`config.mk`:
```
export PLATFORM = sky130hd
export DESIGN_NAME = sigma_clip_defect_pixel_finder_unit_flat
export DESIGN_NICKNAME = d
export VERILOG_FILES = /design/src/design/dpf_pkg.sv /design/src/design/dpf_if.sv /design/src/design/dpf_fifo.sv /design/src/design/dpf_front.sv /design/src/design/dpf_div.sv /design/src/design/dpf_sqrt.sv /design/src/design/dpf_back.sv /design/src/design/sigma_clip_defect_pixel_finder_unit.sv /design/src/flat_wrapper.sv
export SDC_FILE = /design/constraint.sdc
export NUM_CORES = 2
export LEC_CHECK = 0
export ABC_AREA = 1
export BUFFER_PORTS_ARGS = -buffer_cell sky130_fd_sc_hd__buf_2
export CORE_ASPECT_RATIO = 1.25
export CORE_MARGIN = 8
export CORE_UTILIZATION = 35
export CTS_CLUSTER_SIZE = 24
export DETAILED_ROUTE_END_ITERATION = 16
export GPL_TIMING_DRIVEN = 1
export PLACE_DENSITY_LB_ADDON = 0.2
export SYNTH_ARGS = -nofsm -noshare
export SYNTH_HDL_FRONTEND = slang
export SYNTH_SLANG_ARGS = --single-unit
```
`constraint.sdc`:
```
create_clock -name i_clk -period 10.73 [get_ports i_clk]
set_clock_uncertainty 0.05 [all_clocks]
set_input_delay 2.146 -clock i_clk [delete_from_list [all_inputs] [get_ports i_clk]]
set_output_delay 2.146 -clock i_clk [all_outputs]
set_load 0.01 [all_outputs]
```
`src/design/dpf_pkg.sv`:
```
// ----------------------------------------------------------------------------
// dpf_pkg - shared types and constants of the defect pixel finder
// Field widths, register indexes, reset values and the back-end states.
// ----------------------------------------------------------------------------
package dpf_pkg;

    localparam int PIX_IN_W   = 16;   // pixel_value field width
    localparam int POS_OUT_W  = 13;   // column / row field width
    localparam int STAT_W     = 24;   // mean_q8 / sigma_q8 width
    localparam int TOT_W      = 25;   // kept/dead/hot total width
    localparam int FW_W       = 14;   // frame_width register width
    localparam int NSIG_W     = 12;   // nsigma_q4 register width
    localparam int CFG_IDX_W  = 2;
    localparam int CFG_DATA_W = 14;
    localparam int POS_CMP_W  = 15;   // position compare width, covers 2^14
    localparam int MSQ_W      = 2 * STAT_W;

    localparam logic [FW_W-1:0]   FW_RESET   = 14'd4096;
    localparam logic [NSIG_W-1:0] NSIG_RESET = 12'd160;
    localparam logic [STAT_W-1:0] STAT_MAX   = {STAT_W{1'b1}};

    typedef enum logic [CFG_IDX_W-1:0] {
        CFG_FRAME_WIDTH = 2'd0,
        CFG_NSIGMA      = 2'd1
    } t_cfg_reg;

    typedef enum logic [3:0] {
        BK_RUN,
        BK_MEAN_GO,
        BK_MEAN_WAIT,
        BK_VAR_GO,
        BK_VAR_WAIT,
        BK_MSQ,
        BK_ROOT_GO,
        BK_ROOT_WAIT,
        BK_EMIT
    } t_back_state;

endpackage

```
`src/design/dpf_if.sv`:
```
// ----------------------------------------------------------------------------
// dpf_if - handshake channels of the defect pixel finder
// Pixel input, result output and configuration write channels.
// ----------------------------------------------------------------------------
interface dpf_pix_if;
    import dpf_pkg::*;
    logic                valid;
    logic                ready;
    logic [PIX_IN_W-1:0] pixel_value;
    logic                last_of_frame;
    logic                new_image;
    modport source (output valid, pixel_value, last_of_frame, new_image, input ready);
    modport sink   (input valid, pixel_value, last_of_frame, new_image, output ready);
endinterface

interface dpf_res_if;
    import dpf_pkg::*;
    logic                 valid;
    logic                 ready;
    logic [POS_OUT_W-1:0] column;
    logic [POS_OUT_W-1:0] row;
    logic                 is_dead;
    logic                 is_hot;
    logic                 frame_done;
    logic [STAT_W-1:0]    mean_q8;
    logic [STAT_W-1:0]    sigma_q8;
    logic [TOT_W-1:0]     kept_total;
    logic                 converged;
    logic [TOT_W-1:0]     dead_total;
    logic [TOT_W-1:0]     hot_total;
    modport source (output valid, column, row, is_dead, is_hot, frame_done, mean_q8,
                    sigma_q8, kept_total, converged, dead_total, hot_total, input ready);
    modport sink   (input valid, column, row, is_dead, is_hot, frame_done, mean_q8,
                    sigma_q8, kept_total, converged, dead_total, hot_total, output ready);
endinterface

interface dpf_cfg_if;
    import dpf_pkg::*;
    logic                  valid;
    logic                  ready;
    logic [CFG_IDX_W-1:0]  index;
    logic [CFG_DATA_W-1:0] data;
    modport source (output valid, index, data, input ready);
    modport sink   (input valid, index, data, output ready);
endinterface

```
`src/design/dpf_fifo.sv`:
```
// ----------------------------------------------------------------------------
// dpf_fifo - short queue between front and back
// Four-entry register queue, push and pop in the same cycle allowed.
// ----------------------------------------------------------------------------
module dpf_fifo #(
    parameter int WIDTH = 32
) (
    input  logic             i_clk,
    input  logic             i_rst_n,
    input  logic             i_push,
    input  logic [WIDTH-1:0] i_data,
    output logic             o_full,
    input  logic             i_pop,
    output logic [WIDTH-1:0] o_data,
    output logic             o_empty
);
    localparam int DEPTH = 4;
    localparam int AW    = $clog2(DEPTH);

    logic [WIDTH-1:0] r_mem [DEPTH];
    logic [AW-1:0]    r_wp, r_rp;
    logic [AW:0]      r_cnt;

    assign o_full  = (r_cnt == (AW+1)'(DEPTH));
    assign o_empty = (r_cnt == '0);
    assign o_data  = r_mem[r_rp];

    always_ff @(posedge i_clk) begin
        if (i_push) begin
            r_mem[r_wp] <= i_data;
        end
        if (!i_rst_n) begin
            r_wp  <= '0;
            r_rp  <= '0;
            r_cnt <= '0;
        end else begin
            if (i_push) begin
                r_wp <= r_wp + 1'b1;
            end
            if (i_pop) begin
                r_rp <= r_rp + 1'b1;
            end
            case ({i_push, i_pop})
                2'b10:   r_cnt <= r_cnt + 1'b1;
                2'b01:   r_cnt <= r_cnt - 1'b1;
                default: r_cnt <= r_cnt;
            endcase
        end
    end
endmodule

```
`src/design/dpf_front.sv`:
```
// ----------------------------------------------------------------------------
// dpf_front - pixel intake
// Accepts pixels, tracks column and row, flags dead pixels, queues words.
// ----------------------------------------------------------------------------
module dpf_front #(
    parameter int PIXEL_BITS = 16,
    parameter int POS_BITS   = 13
) (
    input  logic                      i_clk,
    input  logic                      i_rst_n,
    dpf_pix_if.sink                   i_pix,
    input  logic [dpf_pkg::FW_W-1:0]  i_frame_width,
    input  logic                      i_full,
    output logic                      o_push,
    output logic [PIXEL_BITS+2*POS_BITS+2:0] o_item
);
    import dpf_pkg::*;

    logic [POS_BITS-1:0]   r_col, r_row;
    logic [POS_BITS-1:0]   n_col, n_row;
    logic [POS_BITS-1:0]   w_col, w_row;
    logic [PIXEL_BITS-1:0] w_pix;
    logic [POS_CMP_W-1:0]  w_width;
    logic [POS_CMP_W-1:0]  w_limit;
    logic                  w_dead;

    assign i_pix.ready = !i_full;
    assign o_push      = i_pix.valid && !i_full;

    assign w_pix   = i_pix.pixel_value[PIXEL_BITS-1:0];
    assign w_dead  = (w_pix == '0);
    // a new image restarts the position before this pixel
    assign w_col   = i_pix.new_image ? '0 : r_col;
    assign w_row   = i_pix.new_image ? '0 : r_row;
    assign w_limit = POS_CMP_W'(1) << POS_BITS;

    always_comb begin
        w_width = POS_CMP_W'(i_frame_width);
        if (w_width == '0) begin
            w_width = POS_CMP_W'(1);
        end else if (w_width > w_limit) begin
            w_width = w_limit;
        end
        if (i_pix.last_of_frame) begin
            n_col = '0;
            n_row = '0;
        end else if (POS_CMP_W'(w_col) + POS_CMP_W'(1) >= w_width) begin
            n_col = '0;
            n_row = w_row + 1'b1;
        end else begin
            n_col = w_col + 1'b1;
            n_row = w_row;
        end
    end

    assign o_item = {w_pix, w_col, w_row, w_dead, i_pix.last_of_frame, i_pix.new_image};

    always_ff @(posedge i_clk) begin
        if (!i_rst_n) begin
            r_col <= '0;
            r_row <= '0;
        end else if (o_push) begin
            r_col <= n_col;
            r_row <= n_row;
        end
    end
endmodule

```
`src/design/dpf_div.sv`:
```
// ----------------------------------------------------------------------------
// dpf_div - restoring divider
// One quotient bit per cycle; done pulses once after the last quotient bit.
// ----------------------------------------------------------------------------
module dpf_div #(
    parameter int DW = 72,
    parameter int VW = 25
) (
    input  logic          i_clk,
    input  logic          i_rst_n,
    input  logic          i_start,
    input  logic [DW-1:0] i_dividend,
    input  logic [VW-1:0] i_divisor,
    output logic          o_done,
    output logic [DW-1:0] o_quotient
);
    localparam int CW = $clog2(DW + 1);

    logic [DW-1:0] r_q;
    logic [VW-1:0] r_rem, r_d;
    logic [CW-1:0] r_cnt;
    logic          r_busy, r_done;
    logic [VW:0]   w_t;
    logic          w_ge;

    assign w_t        = {r_rem, r_q[DW-1]};
    assign w_ge       = (w_t >= {1'b0, r_d});
    assign o_done     = r_done;
    assign o_quotient = r_q;

    always_ff @(posedge i_clk) begin
        if (i_start) begin
            r_q   <= i_dividend;
            r_rem <= '0;
            r_d   <= i_divisor;
        end else if (r_busy) begin
            r_q   <= {r_q[DW-2:0], w_ge};
            r_rem <= w_ge ? VW'(w_t - {1'b0, r_d}) : VW'(w_t);
        end
        if (!i_rst_n) begin
            r_busy <= 1'b0;
            r_done <= 1'b0;
            r_cnt  <= '0;
        end else begin
            r_done <= 1'b0;
            if (i_start) begin
                r_busy <= 1'b1;
                r_cnt  <= CW'(DW);
            end else if (r_busy) begin
                r_cnt <= r_cnt - 1'b1;
                if (r_cnt == CW'(1)) begin
                    r_busy <= 1'b0;
                    r_done <= 1'b1;
                end
            end
        end
    end
endmodule

```
`src/design/dpf_sqrt.sv`:
```
// ----------------------------------------------------------------------------
// dpf_sqrt - digit-by-digit integer square root
// One root bit per cycle; floor of the root, done pulses once.
// ----------------------------------------------------------------------------
module dpf_sqrt #(
    parameter int SW = 72
) (
    input  logic                      i_clk,
    input  logic                      i_rst_n,
    input  logic                      i_start,
    input  logic [SW-1:0]             i_value,
    output logic                      o_done,
    output logic [(SW+SW%2)/2-1:0]    o_root
);
    localparam int EW = SW + SW % 2;
    localparam int HW = EW / 2;
    localparam int RW = HW + 3;
    localparam int CW = $clog2(HW + 1);

    logic [EW-1:0] r_v;
    logic [HW-1:0] r_root;
    logic [RW-1:0] r_rem;
    logic [CW-1:0] r_cnt;
    logic          r_busy, r_done;
    logic [RW-1:0] w_nrem, w_trial;
    logic          w_ge;

    assign w_nrem  = {r_rem[RW-3:0], r_v[EW-1:EW-2]};
    assign w_trial = {1'b0, r_root, 2'b01};
    assign w_ge    = (w_nrem >= w_trial);
    assign o_done  = r_done;
    assign o_root  = r_root;

    always_ff @(posedge i_clk) begin
        if (i_start) begin
            r_v    <= EW'(i_value);
            r_root <= '0;
            r_rem  <= '0;
        end else if (r_busy) begin
            r_v    <= {r_v[EW-3:0], 2'b00};
            r_root <= {r_root[HW-2:0], w_ge};
            r_rem  <= w_ge ? (w_nrem - w_trial) : w_nrem;
        end
        if (!i_rst_n) begin
            r_busy <= 1'b0;
            r_done <= 1'b0;
            r_cnt  <= '0;
        end else begin
            r_done <= 1'b0;
            if (i_start) begin
                r_busy <= 1'b1;
                r_cnt  <= CW'(HW);
            end else if (r_busy) begin
                r_cnt <= r_cnt - 1'b1;
                if (r_cnt == CW'(1)) begin
                    r_busy <= 1'b0;
                    r_done <= 1'b1;
                end
            end
        end
    end
endmodule

```
`src/design/dpf_back.sv`:
```
// ----------------------------------------------------------------------------
// dpf_back - clipping, accumulation and frame-end statistics
// Classes queued pixels against the estimate, sums kept pixels, and at
// frame end derives mean and sigma with the shared divider and root unit.
// ----------------------------------------------------------------------------
module dpf_back #(
    parameter int PIXEL_BITS = 16,
    parameter int COUNT_BITS = 24,
    parameter int POS_BITS   = 13
) (
    input  logic                       i_clk,
    input  logic                       i_rst_n,
    input  logic [PIXEL_BITS+2*POS_BITS+2:0] i_item,
    input  logic                       i_empty,
    output logic                       o_pop,
    input  logic [dpf_pkg::NSIG_W-1:0] i_nsigma,
    dpf_res_if.source                  o_res
);
    import dpf_pkg::*;

    localparam int CNTW = COUNT_BITS + 1;
    localparam int SUMW = PIXEL_BITS + COUNT_BITS;
    localparam int SQW  = 2 * PIXEL_BITS + COUNT_BITS;
    localparam int DW   = SQW + 16;
    localparam int HW   = (DW + DW % 2) / 2;
    localparam int HOTW = STAT_W + NSIG_W;

    t_back_state r_state, n_state;

    // queued word
    logic [PIXEL_BITS-1:0] w_pix;
    logic [POS_BITS-1:0]   w_col, w_row;
    logic                  w_dead, w_last, w_fresh;

    // estimate and pass state
    logic [STAT_W-1:0] r_mean, r_sigma;
    logic              r_inf;
    logic [CNTW-1:0]   r_prev;
    logic              r_prev_ok;
    logic [SUMW-1:0]   r_sum, n_sum;
    logic [SQW-1:0]    r_sq, n_sq;
    logic [CNTW-1:0]   r_kept, n_kept, r_dcnt, n_dcnt, r_hcnt, n_hcnt;

    // frame-end work
    logic [STAT_W-1:0]   r_mnew, r_snew;
    logic [DW-1:0]       r_ex2;
    logic [MSQ_W-1:0]    r_msq;
    logic [POS_BITS-1:0] r_pcol, r_prow;
    logic                r_pdead, r_phot;

    // classification
    logic [STAT_W-1:0]       w_bmean, w_bsig, w_pq, w_diff;
    logic                    w_binf, w_above, w_keep, w_hot;
    logic [STAT_W+1:0]       w_thr3;
    logic [HOTW-1:0]         w_thrh, w_diff16;
    logic [2*PIXEL_BITS-1:0] w_p2;
    logic [SUMW:0]           w_sum_add;
    logic [SQW:0]            w_sq_add;
    logic [CNTW-1:0]         w_bkept, w_bdcnt, w_bhcnt;
    logic [SUMW-1:0]         w_bsum;
    logic [SQW-1:0]          w_bsq;

    // output register
    logic                 r_ov;
    logic [POS_OUT_W-1:0] r_ocol, r_orow;
    logic                 r_odead, r_ohot, r_odone, r_oconv;
    logic [STAT_W-1:0]    r_omean, r_osig;
    logic [TOT_W-1:0]     r_okept, r_odtot, r_ohtot;
    logic                 w_out_free, w_run_go, w_emit_go;

    // width adapters
    logic [POS_BITS+POS_OUT_W-1:0] w_col_x, w_row_x;
    logic [CNTW+TOT_W-1:0]         w_kept_x, w_dcnt_x, w_hcnt_x;

    // shared units
    logic          w_div_start, w_div_done;
    logic [DW-1:0] w_div_num, w_div_q;
    logic          w_sq_start, w_sq_done;
    logic [DW-1:0] w_sq_in;
    logic [HW-1:0] w_root;

    assign {w_pix, w_col, w_row, w_dead, w_last, w_fresh} = i_item;

    assign w_out_free = !r_ov || o_res.ready;
    assign w_run_go   = (r_state == BK_RUN) && !i_empty && w_out_free;
    assign w_emit_go  = (r_state == BK_EMIT) && w_out_free;
    assign o_pop      = w_run_go;

    // a new image restarts estimate and pass before classing this pixel
    assign w_binf  = w_fresh || r_inf;
    assign w_bmean = w_fresh ? '0 : r_mean;
    assign w_bsig  = w_fresh ? '0 : r_sigma;
    assign w_bsum  = w_fresh ? '0 : r_sum;
    assign w_bsq   = w_fresh ? '0 : r_sq;
    assign w_bkept = w_fresh ? '0 : r_kept;
    assign w_bdcnt = w_fresh ? '0 : r_dcnt;
    assign w_bhcnt = w_fresh ? '0 : r_hcnt;

    assign w_pq     = STAT_W'(w_pix) << 8;
    assign w_above  = (w_pq > w_bmean);
    assign w_diff   = w_above ? (w_pq - w_bmean) : (w_bmean - w_pq);
    assign w_thr3   = (STAT_W+2)'(w_bsig) + ((STAT_W+2)'(w_bsig) << 1);
    assign w_thrh   = HOTW'(i_nsigma) * HOTW'(w_bsig);
    assign w_diff16 = HOTW'(w_diff) << 4;

    always_comb begin
        if (w_binf) begin
            w_keep = !w_dead;
            w_hot  = (i_nsigma == '0) && w_above;
        end else begin
            w_keep = !w_dead && ((STAT_W+2)'(w_diff) < w_thr3);
            w_hot  = w_above && (w_diff16 > w_thrh);
        end
    end

    // saturating accumulators
    assign w_p2      = (2*PIXEL_BITS)'(w_pix) * (2*PIXEL_BITS)'(w_pix);
    assign w_sum_add = (SUMW+1)'(w_bsum) + (SUMW+1)'(w_pix);
    assign w_sq_add  = (SQW+1)'(w_bsq) + (SQW+1)'(w_p2);

    always_comb begin
        n_sum  = w_bsum;
        n_sq   = w_bsq;
        n_kept = w_bkept;
        n_dcnt = w_bdcnt;
        n_hcnt = w_bhcnt;
        if (w_keep) begin
            n_sum  = w_sum_add[SUMW] ? '1 : w_sum_add[SUMW-1:0];
            n_sq   = w_sq_add[SQW] ? '1 : w_sq_add[SQW-1:0];
            n_kept = (&w_bkept) ? w_bkept : w_bkept + 1'b1;
        end
        if (w_dead) begin
            n_dcnt = (&w_bdcnt) ? w_bdcnt : w_bdcnt + 1'b1;
        end
        if (w_hot) begin
            n_hcnt = (&w_bhcnt) ? w_bhcnt : w_bhcnt + 1'b1;
        end
    end

    // next state
    always_comb begin
        n_state = r_state;
        case (r_state)
            BK_RUN:       if (w_run_go && w_last) n_state = BK_MEAN_GO;
            BK_MEAN_GO:   n_state = (r_kept == '0) ? BK_EMIT : BK_MEAN_WAIT;
            BK_MEAN_WAIT: if (w_div_done) n_state = BK_VAR_GO;
            BK_VAR_GO:    n_state = BK_VAR_WAIT;
            BK_VAR_WAIT:  if (w_div_done) n_state = BK_MSQ;
            BK_MSQ:       n_state = BK_ROOT_GO;
            BK_ROOT_GO:   n_state = BK_ROOT_WAIT;
            BK_ROOT_WAIT: if (w_sq_done) n_state = BK_EMIT;
            BK_EMIT:      if (w_emit_go) n_state = BK_RUN;
            default:      n_state = BK_RUN;
        endcase
    end

    // unit controls
    always_comb begin
        w_div_start = 1'b0;
        w_div_num   = DW'({r_sum, 8'h00}) + DW'(r_kept >> 1);
        w_sq_start  = 1'b0;
        case (r_state)
            BK_MEAN_GO: w_div_start = (r_kept != '0);
            BK_VAR_GO: begin
                w_div_start = 1'b1;
                w_div_num   = {r_sq, 16'h0000};
            end
            BK_ROOT_GO: w_sq_start = 1'b1;
            default: ;
        endcase
    end

    assign w_sq_in = (r_ex2 > DW'(r_msq)) ? (r_ex2 - DW'(r_msq)) : '0;

    dpf_div #(
        .DW (DW),
        .VW (CNTW)
    ) u_div (
        .i_clk      (i_clk),
        .i_rst_n    (i_rst_n),
        .i_start    (w_div_start),
        .i_dividend (w_div_num),
        .i_divisor  (r_kept),
        .o_done     (w_div_done),
        .o_quotient (w_div_q)
    );

    dpf_sqrt #(
        .SW (DW)
    ) u_sqrt (
        .i_clk   (i_clk),
        .i_rst_n (i_rst_n),
        .i_start (w_sq_start),
        .i_value (w_sq_in),
        .o_done  (w_sq_done),
        .o_root  (w_root)
    );

    assign w_col_x  = (POS_BITS+POS_OUT_W)'(w_col);
    assign w_row_x  = (POS_BITS+POS_OUT_W)'(w_row);
    assign w_kept_x = (CNTW+TOT_W)'(r_kept);
    assign w_dcnt_x = (CNTW+TOT_W)'(r_dcnt);
    assign w_hcnt_x = (CNTW+TOT_W)'(r_hcnt);

    always_ff @(posedge i_clk) begin
        // frame-end datapath
        if (w_run_go && w_last) begin
            r_pcol  <= w_col;
            r_prow  <= w_row;
            r_pdead <= w_dead;
            r_phot  <= w_hot;
        end
        if (r_state == BK_MEAN_GO && r_kept == '0) begin
            r_mnew <= '0;
            r_snew <= '0;
        end
        if (r_state == BK_MEAN_WAIT && w_div_done) begin
            r_mnew <= (w_div_q > DW'(STAT_MAX)) ? STAT_MAX : w_div_q[STAT_W-1:0];
        end
        if (r_state == BK_VAR_WAIT && w_div_done) begin
            r_ex2 <= w_div_q;
        end
        if (r_state == BK_MSQ) begin
            r_msq <= MSQ_W'(r_mnew) * MSQ_W'(r_mnew);
        end
        if (r_state == BK_ROOT_WAIT && w_sq_done) begin
            r_snew <= (w_root > HW'(STAT_MAX)) ? STAT_MAX : w_root[STAT_W-1:0];
        end
        // result payload
        if (w_run_go && !w_last) begin
            r_ocol  <= w_col_x[POS_OUT_W-1:0];
            r_orow  <= w_row_x[POS_OUT_W-1:0];
            r_odead <= w_dead;
            r_ohot  <= w_hot;
            r_odone <= 1'b0;
            r_omean <= '0;
            r_osig  <= '0;
            r_okept <= '0;
            r_oconv <= 1'b0;
            r_odtot <= '0;
            r_ohtot <= '0;
        end else if (w_emit_go) begin
            r_ocol  <= POS_OUT_W'(r_pcol);
            r_orow  <= POS_OUT_W'(r_prow);
            r_odead <= r_pdead;
            r_ohot  <= r_phot;
            r_odone <= 1'b1;
            r_omean <= r_mnew;
            r_osig  <= r_snew;
            r_okept <= w_kept_x[TOT_W-1:0];
            r_oconv <= r_prev_ok && (r_prev == r_kept);
            r_odtot <= w_dcnt_x[TOT_W-1:0];
            r_ohtot <= w_hcnt_x[TOT_W-1:0];
        end

        if (!i_rst_n) begin
            r_state   <= BK_RUN;
            r_ov      <= 1'b0;
            r_mean    <= '0;
            r_sigma   <= '0;
            r_inf     <= 1'b1;
            r_prev    <= '0;
            r_prev_ok <= 1'b0;
            r_sum     <= '0;
            r_sq      <= '0;
            r_kept    <= '0;
            r_dcnt    <= '0;
            r_hcnt    <= '0;
        end else begin
            r_state <= n_state;
            if (w_run_go && !w_last) begin
                r_ov <= 1'b1;
            end else if (w_emit_go) begin
                r_ov <= 1'b1;
            end else if (o_res.ready) begin
                r_ov <= 1'b0;
            end
            if (w_run_go) begin
                r_sum  <= n_sum;
                r_sq   <= n_sq;
                r_kept <= n_kept;
                r_dcnt <= n_dcnt;
                r_hcnt <= n_hcnt;
                if (w_fresh) begin
                    r_mean    <= '0;
                    r_sigma   <= '0;
                    r_inf     <= 1'b1;
                    r_prev    <= '0;
                    r_prev_ok <= 1'b0;
                end
            end
            if (w_emit_go) begin
                r_prev    <= r_kept;
                r_prev_ok <= 1'b1;
                r_mean    <= r_mnew;
                r_sigma   <= r_snew;
                r_inf     <= 1'b0;
                r_sum     <= '0;
                r_sq      <= '0;
                r_kept    <= '0;
                r_dcnt    <= '0;
                r_hcnt    <= '0;
            end
        end
    end

    assign o_res.valid      = r_ov;
    assign o_res.column     = r_ocol;
    assign o_res.row        = r_orow;
    assign o_res.is_dead    = r_odead;
    assign o_res.is_hot     = r_ohot;
    assign o_res.frame_done = r_odone;
    assign o_res.mean_q8    = r_omean;
    assign o_res.sigma_q8   = r_osig;
    assign o_res.kept_total = r_okept;
    assign o_res.converged  = r_oconv;
    assign o_res.dead_total = r_odtot;
    assign o_res.hot_total  = r_ohtot;
endmodule

```
`src/design/sigma_clip_defect_pixel_finder_unit.sv`:
```
// ----------------------------------------------------------------------------
// sigma_clip_defect_pixel_finder_unit - iterative sigma-clip hot/dead finder
// Classes dark-frame pixels against the previous pass estimate and derives a
// new mean and sigma at each frame end.
// ----------------------------------------------------------------------------
//
//  channel   dir   word
//  --------  ----  ---------------------------------------------------------
//  i_pix     in    pixel_value, last_of_frame, new_image
//  o_res     out   column, row, is_dead, is_hot, frame_done, mean/sigma,
//                  kept/dead/hot totals, converged
//  i_cfg     in    index (0 frame_width, 1 nsigma_q4), data
//
//  One pixel word per cycle within a pass while the queue has room. The word
//  that closes a pass holds the back end for two long divisions of DW bits
//  each (DW = 2*PIXEL_BITS + COUNT_BITS + 16) and then a square root of
//  DW/2 bits, one bit per cycle on the shared units. The front keeps taking
//  pixels until the four-word queue fills. Reset (i_rst_n low at a clock
//  edge) restores the power-up registers and an infinite sigma. Config
//  writes are always ready.
//
module sigma_clip_defect_pixel_finder_unit #(
    parameter int PIXEL_BITS = 16,
    parameter int COUNT_BITS = 24,
    parameter int POS_BITS   = 13
) (
    input  logic       i_clk,
    input  logic       i_rst_n,
    dpf_pix_if.sink    i_pix,
    dpf_cfg_if.sink    i_cfg,
    dpf_res_if.source  o_res
);
    import dpf_pkg::*;

    localparam int IW = PIXEL_BITS + 2 * POS_BITS + 3;

    logic [FW_W-1:0]   r_frame_width;
    logic [NSIG_W-1:0] r_nsigma;

    logic          w_push, w_full, w_pop, w_empty;
    logic [IW-1:0] w_in_item, w_out_item;

    // configuration registers, writes never stall
    assign i_cfg.ready = 1'b1;

    always_ff @(posedge i_clk) begin
        if (!i_rst_n) begin
            r_frame_width <= FW_RESET;
            r_nsigma      <= NSIG_RESET;
        end else if (i_cfg.valid) begin
            case (t_cfg_reg'(i_cfg.index))
                CFG_FRAME_WIDTH: r_frame_width <= FW_W'(i_cfg.data);
                CFG_NSIGMA:      r_nsigma      <= i_cfg.data[NSIG_W-1:0];
                default: ;
            endcase
        end
    end

    // front: intake, position, dead flag
    dpf_front #(
        .PIXEL_BITS (PIXEL_BITS),
        .POS_BITS   (POS_BITS)
    ) u_front (
        .i_clk         (i_clk),
        .i_rst_n       (i_rst_n),
        .i_pix         (i_pix),
        .i_frame_width (r_frame_width),
        .i_full        (w_full),
        .o_push        (w_push),
        .o_item        (w_in_item)
    );

    // decoupling queue
    dpf_fifo #(
        .WIDTH (IW)
    ) u_fifo (
        .i_clk   (i_clk),
        .i_rst_n (i_rst_n),
        .i_push  (w_push),
        .i_data  (w_in_item),
        .o_full  (w_full),
        .i_pop   (w_pop),
        .o_data  (w_out_item),
        .o_empty (w_empty)
    );

    // back: clip test, accumulation, frame-end statistics
    dpf_back #(
        .PIXEL_BITS (PIXEL_BITS),
        .COUNT_BITS (COUNT_BITS),
        .POS_BITS   (POS_BITS)
    ) u_back (
        .i_clk    (i_clk),
        .i_rst_n  (i_rst_n),
        .i_item   (w_out_item),
        .i_empty  (w_empty),
        .o_pop    (w_pop),
        .i_nsigma (r_nsigma),
        .o_res    (o_res)
    );
endmodule

```
`src/flat_wrapper.sv`:
```
// flat-port wrapper written by rule: the top's interface ports become plain ports
module sigma_clip_defect_pixel_finder_unit_flat import dpf_pkg::*;
#(
    parameter int PIXEL_BITS = 16,
    parameter int COUNT_BITS = 24,
    parameter int POS_BITS   = 13
)
  (i_clk, i_rst_n, i_pix_valid, i_pix_pixel_value, i_pix_last_of_frame, i_pix_new_image, i_pix_ready, i_cfg_valid, i_cfg_index, i_cfg_data, i_cfg_ready, o_res_valid, o_res_column, o_res_row, o_res_is_dead, o_res_is_hot, o_res_frame_done, o_res_mean_q8, o_res_sigma_q8, o_res_kept_total, o_res_converged, o_res_dead_total, o_res_hot_total, o_res_ready);
  dpf_pix_if i_pix_i ();
  dpf_cfg_if i_cfg_i ();
  dpf_res_if o_res_i ();
  input  logic i_clk;
  input  logic i_rst_n;
  input wire logic [$bits(i_pix_i.valid)-1:0] i_pix_valid;
  input wire logic [$bits(i_pix_i.pixel_value)-1:0] i_pix_pixel_value;
  input wire logic [$bits(i_pix_i.last_of_frame)-1:0] i_pix_last_of_frame;
  input wire logic [$bits(i_pix_i.new_image)-1:0] i_pix_new_image;
  output wire logic [$bits(i_pix_i.ready)-1:0] i_pix_ready;
  input wire logic [$bits(i_cfg_i.valid)-1:0] i_cfg_valid;
  input wire logic [$bits(i_cfg_i.index)-1:0] i_cfg_index;
  input wire logic [$bits(i_cfg_i.data)-1:0] i_cfg_data;
  output wire logic [$bits(i_cfg_i.ready)-1:0] i_cfg_ready;
  output wire logic [$bits(o_res_i.valid)-1:0] o_res_valid;
  output wire logic [$bits(o_res_i.column)-1:0] o_res_column;
  output wire logic [$bits(o_res_i.row)-1:0] o_res_row;
  output wire logic [$bits(o_res_i.is_dead)-1:0] o_res_is_dead;
  output wire logic [$bits(o_res_i.is_hot)-1:0] o_res_is_hot;
  output wire logic [$bits(o_res_i.frame_done)-1:0] o_res_frame_done;
  output wire logic [$bits(o_res_i.mean_q8)-1:0] o_res_mean_q8;
  output wire logic [$bits(o_res_i.sigma_q8)-1:0] o_res_sigma_q8;
  output wire logic [$bits(o_res_i.kept_total)-1:0] o_res_kept_total;
  output wire logic [$bits(o_res_i.converged)-1:0] o_res_converged;
  output wire logic [$bits(o_res_i.dead_total)-1:0] o_res_dead_total;
  output wire logic [$bits(o_res_i.hot_total)-1:0] o_res_hot_total;
  input wire logic [$bits(o_res_i.ready)-1:0] o_res_ready;
  assign i_pix_i.valid = i_pix_valid;
  assign i_pix_i.pixel_value = i_pix_pixel_value;
  assign i_pix_i.last_of_frame = i_pix_last_of_frame;
  assign i_pix_i.new_image = i_pix_new_image;
  assign i_pix_ready = i_pix_i.ready;
  assign i_cfg_i.valid = i_cfg_valid;
  assign i_cfg_i.index = i_cfg_index;
  assign i_cfg_i.data = i_cfg_data;
  assign i_cfg_ready = i_cfg_i.ready;
  assign o_res_valid = o_res_i.valid;
  assign o_res_column = o_res_i.column;
  assign o_res_row = o_res_i.row;
  assign o_res_is_dead = o_res_i.is_dead;
  assign o_res_is_hot = o_res_i.is_hot;
  assign o_res_frame_done = o_res_i.frame_done;
  assign o_res_mean_q8 = o_res_i.mean_q8;
  assign o_res_sigma_q8 = o_res_i.sigma_q8;
  assign o_res_kept_total = o_res_i.kept_total;
  assign o_res_converged = o_res_i.converged;
  assign o_res_dead_total = o_res_i.dead_total;
  assign o_res_hot_total = o_res_i.hot_total;
  assign o_res_i.ready = o_res_ready;
  sigma_clip_defect_pixel_finder_unit #(.PIXEL_BITS(PIXEL_BITS), .COUNT_BITS(COUNT_BITS), .POS_BITS(POS_BITS)) u_core (.i_clk(i_clk), .i_rst_n(i_rst_n), .i_pix(i_pix_i), .i_cfg(i_cfg_i), .o_res(o_res_i));
endmodule
```
==> results.txt <==
status: finished clean
Core Area: 272000 um2
CP most frequent cell: nand2_1
antenna violations before repair: 13
Mapped Area: 95500 um2
setup bufs post-CTS: 0
total grt overflow: 0
setup ws final: 0.768 ns
register-to-register setup slack: 0.77 ns
Avg Cell Area, Syn: 7.89 um2
ys flop type: edfxtp_1
EDFF count, synth: 572
vias in the first global route: 82784
Layout area overhead: 9.91%
most frequent cells in the layout: 2455 x nand2_1, 2397 x inv_1, 1204 x nor2_1
max cap viols: 0
register area share after synthesis: 29.6%
cells after synthesis: 12103
router iterations before antenna repair: 6
post-CTS sizing: 0
Final Slew Violations: 0
clock root cell: clkbuf_16
Post-DP HPWL: 262 mm
CP arrival: 10.60 ns
CP startpoint kind: flop
Global Route Usage Sum: 22.4%
Nets: 13653
die height: 600 um
via count: 80346
Worst-Margin Slew: 1.26 ns
Sink Count: 1124
CP max stage cell: nor2_1
hold path start: u_core.u_back.o_res.kept_total[7]
CP peak stage delay: 0.96 ns
# IOs: 195
ratio of final minimum period to clock period: 92.8%
WHS Endpoint: u_core.u_back.o_res.kept_total[7]
crit end category: flop
CTS tree: yes
Die Area: 290000 um2
worst setup path category: flop to flop
total wire length: 334 mm
DR iter-0 viols: 5658
WL per Instance: 21.1 um
first-pass GRT wire length: 505 mm
Std-Cell Rows: 214
# port buffers: 193
largest net degree at the start of global routing: 155
via/cell ratio: 5.08
Final setup violation count: 0
Die Span X: 483 um
Tightest Hold Check Type: flop to flop
Placed Cells: 15566
hold buffers post-CTS: 0
utilization after layout: 38.6%
GPL Wtd Cong: 0.948
TritonCTS buffer count: 142
peak fanout along the critical path: 54
Routed Antenna Nets: 0
CTS max path bufs: 4
max frequency: 0.100 GHz
Synthesized Nets: 13610
Worst-path clk slew: 0.06 ns
Req. time, crit path: 11.37 ns
minimum clock period: 9.96 ns
DP Worst Slack: 0.940 ns
fraction of layout cells with a size suffix above 1: 5.39%
most common cell after layout, fill and taps aside: nand2_1
clk_lat worst skew: 0.85 ns
Crit Reg-Reg Endpoint: u_core.u_back.r_hcnt[3]
Hold Fails Final Rpt: 0
Starting Density: 35.1%
# H-tree levels: 4
worst hold path stage count: 2
Async SR Flop Fraction: 0%
relative slew slack: 15.8%
post-synth cell types: 70
Yosys Warn Count: 0
RSZ-0062 raised after global routing: no
DRC: 0
Layout Cells excl Fill: 15825
Setup TNS: 0 ns
Worst Reg-to-Reg Cells: 40
FF+latch count, synth: 1124
## cell usage after synthesis, types with 6 or more instances
master     count  area (um2)
nand2_1     2458        9230
inv_1       2402        9020
nor2_1      1221        4580
fa_1         843       16900
o21ai_0      715        3580
a21oi_1      676        3380
ha_1         625        7820
edfxtp_1     572       17200
dfxtp_1      552       11100
clkbuf_1     330        1240
nand3_1      306        1530
xor2_1       205        1800
xnor2_1      141        1230
nand4_1      129         807
nor3_1       119         596
o22ai_1       92         576
o211ai_1      81         608
nor4_1        58         363
buf_2         50         250
a31oi_1       47         294
buf_1         38         143
a22oi_1       36         270
nand3b_1      32         240
o21ai_1       29         145
a21o_1        28         210
o221ai_1      28         245
a21boi_0      27         203
o21a_1        26         195
o21bai_1      25         188
nor2_2        22         138
or2_2         19         119
a211oi_1      16         120
o2bb2ai_1     15         131
a32oi_1       14         123
a32o_1        11         110
inv_2         10        37.5
nor3_2         8        80.1
buf_6          7        78.8
nand2_2        7        43.8
nor3b_1        7        52.6
buf_4          6        45.0
o31ai_1        6        45.0
## worst max-delay path by stage
| stage | from | endpoint | slack [ns] | depth (start not counted) |
|---|---|---|---|---|
| after floorplan | flop | u_core.u_back.r_hcnt[3] | 2.86 | 51 |
| after global placement | flop | u_core.u_back.o_res.is_hot | 1.05 | 34 |
| after CTS | flop | u_core.u_back.o_res.is_hot | 0.89 | 37 |
| final | flop | u_core.u_back.r_hcnt[3] | 0.77 | 40 |
| after detailed placement | flop | u_core.u_back.r_hcnt[3] | 0.94 | 40 |
| after global routing | flop | u_core.u_back.r_hcnt[3] | 0.20 | 38 |
## metal layers
metal	track usage (%)	routed length, um	vias up
met4	9.31	15500	6
met1	26.6	136000	39315
li1	-	-	38359
met2	41.1	169000	2073
met3	2.44	14100	593
met5	0	40	-
## kinds of logic after synthesis
logic type	Yosys count	synth area share, %
XOR/XNOR	346	3.17
AO/OA/AOI/OAI	1900	11.2
other	1	0.00393
AND/OR/NAND/NOR	4413	18.9
buffers and inverters	2849	11.3
flip-flops	1124	29.6
multiplexers	2	0.0210
adder cells (fa/ha/maj)	1468	25.9
## state kept, by name, summed over array words and instances (netlist names), 36 cells and up, named ones only
name	cells
u_core.u_fifo.r_mem	180
u_core.u_back.r_ex2	72
u_core.u_back.u_div.o_quotient	72
u_core.u_back.u_sqrt.r_v	72
u_core.u_back.r_sq	56
u_core.u_back.r_msq	47
u_core.u_back.r_sum	40
u_core.u_back.u_sqrt.r_rem	37
u_core.u_back.u_sqrt.o_root	36
## worst max-delay path, delay by kind of cell, from the launching register on
| family | cells | cell delay, ns |
|---|---|---|
| and+or+nand+nor | 25 | 4.56 |
| AOI/OAI and AO/OA | 1 | 0.14 |
| adders and majority gates | 7 | 3.30 |
| DFF | 1 | 0.52 |
| xor gates and xnor gates | 1 | 0.27 |
| buffers and inverters | 6 | 0.84 |
## area by class of cell
class,count,area [um2]
Tap cell,3564,4460
Multi-Input combinational cell,8130,56600
Clock inverter,71,701
Inverter,2418,9090
Antenna cell,11,27.5
Fill cell,28025,167000
Clock buffer,177,3860
Timing Repair Buffer,330,2020
Sequential cell,1124,28200
## per-stage QoR
stage | hold slack (ns) | instance area [um2]
global route | 0.423 | 105000
finish | 0.404 | 105000
CTS | 0.408 | 105000
global placement | 0.391 | 100000
floorplan | 0.362 | 95500
detailed placement | 0.395 | 100000
Power is left out: the tool's default activity adds up to more than one toggle a clock period on the data nets, which glitch-free logic cannot reach.
